===== src/design/assert_macros.svh =====
// assertion macros for the bar graph renderer
`ifndef ASSERT_MACROS_SVH
`define ASSERT_MACROS_SVH

// condition holds in the same cycle as the trigger
`define ASSERT_SAME(label, clk, rst_n, trig, cond, msg) \
    label: assert property (@(posedge clk) disable iff (!rst_n) (trig) |-> (cond)) \
        else $error(msg);

// condition holds in the cycle after the trigger
`define ASSERT_NEXT(label, clk, rst_n, trig, cond, msg) \
    label: assert property (@(posedge clk) disable iff (!rst_n) (trig) |=> (cond)) \
        else $error(msg);

`endif


===== src/design/spbg_pkg.sv =====
package spbg_pkg;

    // fixed field widths
    localparam int BAND_W   = 4;
    localparam int LEVEL_W  = 16;
    localparam int LED_W    = 7;
    localparam int CHAN_W   = 8;
    localparam int COLOR_W  = 24;
    localparam int THR_W    = 8;
    localparam int FRAC_W   = 8;

    // configuration port
    localparam int APB_ADDR_W = 5;
    localparam int APB_DATA_W = 32;
    localparam int COLOR_REGS = 6;

    typedef enum logic [2:0] {
        REG_TOP_ROW_COLOR     = 3'd0,
        REG_SECOND_ROW_COLOR  = 3'd1,
        REG_THIRD_ROW_COLOR   = 3'd2,
        REG_FOURTH_ROW_COLOR  = 3'd3,
        REG_FIFTH_ROW_COLOR   = 3'd4,
        REG_BOTTOM_ROW_COLOR  = 3'd5,
        REG_PARTIAL_THRESHOLD = 3'd6
    } t_reg_idx;

    localparam logic [COLOR_W-1:0] COLOR_RESET [COLOR_REGS] = '{
        24'hFF0000, 24'hFF8000, 24'hFFFF00, 24'h80FF00, 24'h00FF00, 24'h00FF80
    };
    localparam logic [THR_W-1:0] THR_RESET = 8'd12;

    typedef struct packed {
        logic [BAND_W-1:0]  band_index;
        logic [LEVEL_W-1:0] band_level;
    } t_in_beat;

    typedef struct packed {
        logic [LED_W-1:0]  led_index;
        logic [CHAN_W-1:0] red;
        logic [CHAN_W-1:0] green;
        logic [CHAN_W-1:0] blue;
        logic              last_led;
    } t_out_beat;

endpackage


===== src/design/spbg_row_shade.sv =====
module spbg_row_shade #(
    parameter int FULL_W = 3
) (
    input  logic [FULL_W-1:0]             i_full,
    input  logic [FULL_W-1:0]             i_pos,
    input  logic [spbg_pkg::FRAC_W-1:0]   i_frac,
    input  logic [spbg_pkg::THR_W-1:0]    i_thr,
    input  logic [spbg_pkg::COLOR_W-1:0]  i_color,
    output logic [spbg_pkg::COLOR_W-1:0]  o_rgb
);
    import spbg_pkg::*;

    logic [CHAN_W+FRAC_W-1:0] prod_r;
    logic [CHAN_W+FRAC_W-1:0] prod_g;
    logic [CHAN_W+FRAC_W-1:0] prod_b;

    // scaled channels for the partial row, truncated
    assign prod_r = (CHAN_W+FRAC_W)'(i_color[23:16]) * (CHAN_W+FRAC_W)'(i_frac);
    assign prod_g = (CHAN_W+FRAC_W)'(i_color[15:8])  * (CHAN_W+FRAC_W)'(i_frac);
    assign prod_b = (CHAN_W+FRAC_W)'(i_color[7:0])   * (CHAN_W+FRAC_W)'(i_frac);

    // fully lit, partial or dark
    always_comb begin
        priority if (i_pos < i_full) begin
            o_rgb = i_color;
        end else if (i_pos == i_full && i_frac > i_thr) begin
            o_rgb = {prod_r[CHAN_W+FRAC_W-1:FRAC_W], prod_g[CHAN_W+FRAC_W-1:FRAC_W],
                     prod_b[CHAN_W+FRAC_W-1:FRAC_W]};
        end else begin
            o_rgb = '0;
        end
    end

endmodule


===== src/design/spectrum_bar_graph_renderer_core.sv =====
// channel  | handshake           | payload
// input    | i_in_valid/o_in_stall   | i_in_beat  (band_index, band_level)
// output   | o_out_valid/i_out_stall | o_out_beat (led_index, rgb, last_led)
// config   | psel/penable/pwrite | paddr, pwdata, prdata (pready tied high)
//
// each band beat yields ROWS_PER_COLUMN output beats, one per cycle unless the output stalls, bottom row first;
// the row counter paces the walk, and the next band follows the top row back to back.
// the input beat loads the row walk registers, and each output beat then goes through the output register.
// bands at or above BAND_COUNT are taken and dropped without output.
// a stalled output holds the row walk; the next band is taken on the top row cycle.
// reset is synchronous: registers return to their default colors and threshold.
`include "assert_macros.svh"

module spectrum_bar_graph_renderer_core #(
    parameter int ROWS_PER_COLUMN = 6,
    parameter int BAND_COUNT      = 12
) (
    input  logic                                i_clk,
    input  logic                                i_rst_n,
    input  logic                                i_in_valid,
    output logic                                o_in_stall,
    input  spbg_pkg::t_in_beat                  i_in_beat,
    output logic                                o_out_valid,
    input  logic                                i_out_stall,
    output spbg_pkg::t_out_beat                 o_out_beat,
    input  logic                                psel,
    input  logic                                penable,
    input  logic                                pwrite,
    input  logic [spbg_pkg::APB_ADDR_W-1:0]     paddr,
    input  logic [spbg_pkg::APB_DATA_W-1:0]     pwdata,
    output logic [spbg_pkg::APB_DATA_W-1:0]     prdata,
    output logic                                pready
);
    import spbg_pkg::*;

    localparam int ROW_W     = $clog2(ROWS_PER_COLUMN);
    localparam int FULL_W    = $clog2(ROWS_PER_COLUMN + 1);
    localparam int H_W       = LEVEL_W + FULL_W;
    localparam int LED_SUM_W = BAND_W + ROW_W + 1;

    // configuration registers
    logic [COLOR_W-1:0] r_color [COLOR_REGS];
    logic [THR_W-1:0]   r_thr;
    t_reg_idx           reg_idx;
    logic               cfg_wr;

    // row walk state
    logic               r_busy;
    logic [BAND_W-1:0]  r_band;
    logic [FULL_W-1:0]  r_full;
    logic [FRAC_W-1:0]  r_frac;
    logic [ROW_W-1:0]   r_row;

    // output register
    logic               r_out_valid;
    t_out_beat          r_out;
    t_out_beat          n_out;

    logic               in_fire;
    logic               in_keep;
    logic               adv;
    logic               last_row;
    logic [H_W-1:0]     h_prod;
    logic [H_W-1:0]     h_sat;
    logic [FULL_W-1:0]  pos;
    logic [2:0]         color_sel;
    logic [COLOR_W-1:0] row_rgb;
    logic [LED_SUM_W-1:0] led_sum;

    // register decode
    assign reg_idx = t_reg_idx'(paddr[4:2]);
    assign cfg_wr  = psel && penable && pwrite;
    assign pready  = 1'b1;

    always_ff @(posedge i_clk) begin
        if (!i_rst_n) begin
            for (int i = 0; i < COLOR_REGS; i++) begin
                r_color[i] <= COLOR_RESET[i];
            end
            r_thr <= THR_RESET;
        end else if (cfg_wr) begin
            unique case (reg_idx)
                REG_TOP_ROW_COLOR, REG_SECOND_ROW_COLOR, REG_THIRD_ROW_COLOR,
                REG_FOURTH_ROW_COLOR, REG_FIFTH_ROW_COLOR, REG_BOTTOM_ROW_COLOR: begin
                    r_color[reg_idx] <= pwdata[COLOR_W-1:0];
                end
                REG_PARTIAL_THRESHOLD: begin
                    r_thr <= pwdata[THR_W-1:0];
                end
                default: begin
                end
            endcase
        end
    end

    // register readback
    always_comb begin
        unique case (reg_idx)
            REG_TOP_ROW_COLOR, REG_SECOND_ROW_COLOR, REG_THIRD_ROW_COLOR,
            REG_FOURTH_ROW_COLOR, REG_FIFTH_ROW_COLOR, REG_BOTTOM_ROW_COLOR: begin
                prdata = APB_DATA_W'(r_color[reg_idx]);
            end
            REG_PARTIAL_THRESHOLD: begin
                prdata = APB_DATA_W'(r_thr);
            end
            default: begin
                prdata = '0;
            end
        endcase
    end

    // handshake
    assign last_row   = (r_row == '0);
    assign adv        = r_busy && (!r_out_valid || !i_out_stall);
    assign o_in_stall = r_busy && !(adv && last_row);
    assign in_fire    = i_in_valid && !o_in_stall;
    assign in_keep    = ({{(32-BAND_W){1'b0}}, i_in_beat.band_index} < 32'(BAND_COUNT));

    // column height in q.8, saturated at a full column
    assign h_prod = H_W'(i_in_beat.band_level) * H_W'(ROWS_PER_COLUMN);
    assign h_sat  = (h_prod > H_W'(ROWS_PER_COLUMN * 256)) ?
                    H_W'(ROWS_PER_COLUMN * 256) : h_prod;

    always_ff @(posedge i_clk) begin
        if (!i_rst_n) begin
            r_busy <= 1'b0;
        end else if (in_fire && in_keep) begin
            r_busy <= 1'b1;
        end else if (adv && last_row) begin
            r_busy <= 1'b0;
        end
    end

    always_ff @(posedge i_clk) begin
        if (in_fire && in_keep) begin
            r_band <= i_in_beat.band_index;
            r_full <= h_sat[FRAC_W +: FULL_W];
            r_frac <= h_sat[FRAC_W-1:0];
            r_row  <= ROW_W'(ROWS_PER_COLUMN - 1);
        end else if (adv && !last_row) begin
            r_row  <= r_row - ROW_W'(1);
        end
    end

    // per-row color pick, extra rows reuse the bottom color
    always_comb begin
        if (32'(r_row) < COLOR_REGS) begin
            color_sel = 3'(r_row);
        end else begin
            color_sel = 3'(COLOR_REGS - 1);
        end
    end

    assign pos = FULL_W'(ROWS_PER_COLUMN - 1) - FULL_W'(r_row);

    spbg_row_shade #(
        .FULL_W (FULL_W)
    ) u_shade (
        .i_full  (r_full),
        .i_pos   (pos),
        .i_frac  (r_frac),
        .i_thr   (r_thr),
        .i_color (r_color[color_sel]),
        .o_rgb   (row_rgb)
    );

    // led number wraps at the field width
    assign led_sum = LED_SUM_W'(r_band) * LED_SUM_W'(ROWS_PER_COLUMN) + LED_SUM_W'(r_row);

    always_comb begin
        n_out.led_index = LED_W'(led_sum);
        n_out.red       = row_rgb[23:16];
        n_out.green     = row_rgb[15:8];
        n_out.blue      = row_rgb[7:0];
        n_out.last_led  = last_row;
    end

    // output beat register
    always_ff @(posedge i_clk) begin
        if (!i_rst_n) begin
            r_out_valid <= 1'b0;
        end else if (adv) begin
            r_out_valid <= 1'b1;
        end else if (!i_out_stall) begin
            r_out_valid <= 1'b0;
        end
    end

    always_ff @(posedge i_clk) begin
        if (adv) begin
            r_out <= n_out;
        end
    end

    assign o_out_valid = r_out_valid;
    assign o_out_beat  = r_out;

    // checks
    `ASSERT_NEXT(a_load_bottom, i_clk, i_rst_n, in_fire && in_keep, r_busy && r_row == ROW_W'(ROWS_PER_COLUMN - 1), "band load did not start at bottom row")
    `ASSERT_NEXT(a_adv_out, i_clk, i_rst_n, adv, r_out_valid && o_out_beat.last_led == $past(last_row), "row step did not produce an output beat")
    `ASSERT_NEXT(a_last_free, i_clk, i_rst_n, adv && last_row && !(in_fire && in_keep), !r_busy, "walk did not end after top row")
    `ASSERT_SAME(a_stall_hold, i_clk, i_rst_n, r_busy && i_out_stall && r_out_valid, o_in_stall, "input taken while output blocked")

endmodule

===== config.mk =====
export PLATFORM = sky130hd
export DESIGN_NAME = spectrum_bar_graph_renderer_core
export DESIGN_NICKNAME = d
export VERILOG_FILES = /design/src/design/spbg_pkg.sv /design/src/design/spbg_row_shade.sv /design/src/design/spectrum_bar_graph_renderer_core.sv
export VERILOG_INCLUDE_DIRS = /design/src /design/src/design
export SDC_FILE = /design/constraint.sdc
export NUM_CORES = 1
export LEC_CHECK = 0
export BUFFER_PORTS_ARGS = -buffer_cell sky130_fd_sc_hd__buf_4
export CORE_UTILIZATION = 40
export DETAILED_ROUTE_END_ITERATION = 8
export GPL_TIMING_DRIVEN = 0
export SLEW_MARGIN = 20
export SYNTH_ARGS = -nofsm -noshare
export SYNTH_HDL_FRONTEND = slang
export SYNTH_SLANG_ARGS = --single-unit

===== constraint.sdc =====
create_clock -name i_clk -period 6.3 [get_ports i_clk]
set_input_delay 0.63 -clock i_clk [delete_from_list [all_inputs] [get_ports i_clk]]
set_output_delay 0.63 -clock i_clk [all_outputs]
set_load 0.005 [all_outputs]

==> qor.csv <==
stage;metric;value;unit
drt;routed wl met3;3.36;mm
final_layout;Final Util;0.507;
pwr;Comb pwr share;0.630;
placed_design;Placed Area;0.0206;mm²
floorplan;IO Count;131;
sta;Setup violations, final;0;
critical_path;Max FO, Critical Path;6;
critical_path;RR Endpoint;o_out_beat[21];
sta;RSZ-0062 raised after global routing;yes;
global_routing;largest net degree at the start of global routing;25;
sta;period utilisation layout;0.981;
drt;Max Used Layer;met4;
floorplan;die height;217;µm
floorplan;initial core utilization;0.407;
hold_path;min-delay src;i_in_beat[17];
placed_design;pre-CTS WS;-1.72;ns
job;Max Cap Viol;0;
pwr;cell area power density;468;mW/mm²
hold_path;Hold Path Cell Cnt;1;
global_routing;total global routing track utilization;0.218;
logic_synthesis;library cells used by synthesis;78;
critical_path;crit path buf inv count;5;
final_layout;fraction of layout cells with a size suffix above 1;0.229;
critical_path;worst stage delay on the critical path;0.54;ns
critical_path;cell depth of the worst setup path;23;
sta;clk_skew;0.0469;ns
floorplan;Die Footprint;0.0473;mm²
sta;f_max;0.162;GHz
global_routing;vias in the first global route;13200;
logic_synthesis;synth cell count leaders;edfxtp_1 (238), inv_1 (153), ha_1 (139);
logic_synthesis;Post-Syn Area;0.0186;mm²
logic_synthesis;FF+latch count, synth;251;
run_status;status;finished clean;
logic_synthesis;Post-synth top flop;edfxtp_1;
drt;DR vias/cell;5.28;
logic_synthesis;Synth async-reset ratio;0;
clock_network;root buffer selected by CTS;clkbuf_16;
sta;Final min period;6.18;ns
pwr;Clk network pwr share;0.181;
drt;Vias;13100;
floorplan;FP Rows;78;
placed_design;Final Wtd Congestion;0.843;
clock_network;TritonCTS clock tree;yes;
placed_design;port bufs;110;
global_routing;initial antenna violation count;1;
final_layout;Finished Cell Area;0.0231;mm²
hold_path;Hold WC Path Type;input pin to flip-flop;
critical_path;critical path endpoint category;flip-flop;
drt;met1 wire length;21.7;mm
clock_network;Worst-path clk slew;0.05;ns
logic_synthesis;Mapped Avg Cell Area;11.9;µm²
logic_synthesis;count of flip-flops with a built-in enable after synthesis;238;
critical_path;crit path cell chain;ha_4 -> or2_1 -> buf_6 -> buf_12 -> buf_16 -> buf_4 -> mux4_2 -> mux2i_4 -> nand2b_4 -> fa_2 -> fa_1 -> inv_1 -> fa_1 -> fa_1 -> ha_1 -> a21o_1 -> a21o_1 -> a21o_1 -> a21oi_1 -> o21ai_1 -> a21oi_1 -> xor2_1 -> o22ai_1;
drt;final WL;51.3;mm
sta;Worst Hold Slack;0.243;ns
drt;DR WL met2;24.7;mm
pwr;Seq pwr share;0.189;
global_routing;GRT Residual Overflow;0;
logic_synthesis;top cells by area, synth;edfxtp_1 (38%), fa_1 (9.7%), ha_1 (9.4%);
critical_path;R2R cell count;23;
clock_network;CTS Buf Count;30;
drt;antenna viol nets, final;0;
sta;max_slew headroom;0.283;
logic_synthesis;cell count after synthesis;1566;
sta;final hold vios;0;
drt;initial DRC count;813;
critical_path;CP top delay family;adder cells;
pwr;maximum vdd drop;0.379;mV
drt;WL per Instance;20.8;µm
pwr;sw frac;0.399;
floorplan;die width;217;µm
logic_synthesis;Synth top area share;0.385;
critical_path;r2r startpoint;r_row[2];
sta;worst slew pin tran;1.08;ns
floorplan;core area;0.0456;mm²
clock_network;H-Tree Depth;1;
pwr;Sw Pwr;4330;µW
critical_path;critical path type;flip-flop to flip-flop;
global_routing;first-pass GRT wire length;77.4;mm
critical_path;crit path launch type;flip-flop;
pwr;Leak;0.00944;µW
critical_path;Worst EP arrival;6.48;ns
final_layout;Area Growth Syn to Fin;24.5;%
critical_path;slowest CP cell;fa_1;
sta;Final Max Tran Viols;0;
clock_network;Sinks on Clock Net;251;
hold_path;Min-Delay Endpoint;r_band[1];
pwr;Pwr Total;10800;µW
drt;TritonRoute pass-1 iters;5;
pwr;Int Pwr;6510;µW
clock_network;Bufs on Longest Clock Path;3;
logic_synthesis;register area share after synthesis;0.399;
logic_synthesis;top-count cell post-synth;edfxtp_1;
critical_path;Worst Path Required;6.60;ns
final_layout;Final nets;2139;
clock_network;Clock Latency Late Sink;0.61;ns
critical_path;flop-to-flop setup slack;0.12;ns
sta;Setup WS post-layout;0.122;ns
logic_synthesis;post-synth top area cell;edfxtp_1;
drt;DRC violations left;0;
logic_synthesis;synth warn;0;
placed_design;hpwl dp;36.6;mm
flip-flops by register name, summed over array words and instances, names as in the netlist:
name and cells:
o_out_beat 32, o_out_valid 1, r_band 4, r_busy 1, r_color 192, r_frac 7, r_full 3, r_row 3
r_thr 8
cell type report:
type	count	area, µm²
Multi-Input combinational cell	1136	10900
Clock buffer	44	873
Buffer	80	582
Clock inverter	12	263
Tap cell	600	751
Inverter	154	581
Antenna cell	1	2.50
Fill cell	3999	22500
Sequential cell	251	7420
Timing Repair Buffer	193	1720
worst max path at each step:
stage	start	to	slack, ns
4_1_cts	r_row[2]	o_out_beat[7]	-0.004
3_5_place_dp	r_row[2]	o_out_beat[7]	-1.72
3_3_place_gp	r_row[2]	o_out_beat[16]	-1.86
5_1_grt	r_row[2]	o_out_beat[13]	-0.03
6_report	r_row[2]	o_out_beat[21]	0.12
2_1_floorplan	r_row[2]	o_out_beat[7]	0.01
kinds of logic (layout without fill, tap and decap cells):
group / after synthesis / in the layout / synth area share
compound gates: 195 / 195 / 0.0755
fa+ha+maj: 229 / 229 / 0.191
simple gates: 503 / 503 / 0.160
xor+xnor: 33 / 33 / 0.0156
mux: 119 / 119 / 0.107
flops: 251 / 251 / 0.399
buf+inv: 234 / 483 / 0.0524
other cells: 2 / 58 / 0.000404
stage by stage:
stage / TNS [ns] / instances
3_5_place_dp: -30.93 / 2339
5_1_grt: -0.114 / 2470
2_1_floorplan: 0 / 1621
6_report: 0 / 2471
4_1_cts: -0.00372 / 2439
3_3_place_gp: -43.36 / 2331
routing by layer:
layer	global-route usage	vias to the layer above
li1	-	6086
met2	0.366	394
met5	0	-
met1	0.282	6484
met3	0.0399	86
met4	0.0737	0
worst reg2reg max path, delay by kind of cell (launching register included):
kind / cells / cell delay [ns]
AOI/OAI and AO/OA: 7 / 1.10
xor gates and xnor gates: 1 / 0.19
adders and majority gates: 6 / 2.44
buffers and inverters: 5 / 0.62
DFF: 1 / 0.37
muxes: 2 / 0.76
and+or+nand+nor: 2 / 0.44
power groups by stage:
stage | combinational (µW) | sequential (µW) | clock (µW)
after floorplan | 4170 | 2060 | 0
after global placement | 5320 | 2080 | 0
after detailed placement | 5430 | 2080 | 0
after CTS | 6120 | 2040 | 1990
after global routing | 7570 | 2050 | 2050
final | 6830 | 2040 | 1960
timing repair:
item / in CTS / in global routing
buffers inserted: 43 / 31
endpoints found under the setup margin: 24 / 12
hold buffers: 0 / 0
gates resized for setup: 83 / 41
gates cloned: 1 / 1
hold endpoints to repair: 0 / 0
pin swaps: 13 / 46
cell usage in the layout (no fill, tap or decap), types with 21 or more instances in the layout:
master,Yosys,final
edfxtp_1,238,238
buf_4,13,181
inv_1,153,149
ha_1,139,129
nor2b_1,122,121
and2_1,103,103
fa_1,90,88
nand2b_1,92,85
mux4_2,61,61
conb_1,2,57
clkbuf_1,45,49
mux2i_1,51,38
a21oi_1,41,37
nor2_1,37,36
nand2_1,34,34
clkbuf_16,0,33
o22ai_1,35,31
nor3_1,26,25
nand3_1,25,23
or3_1,21,21
Power figures use the tool's default switching activity.
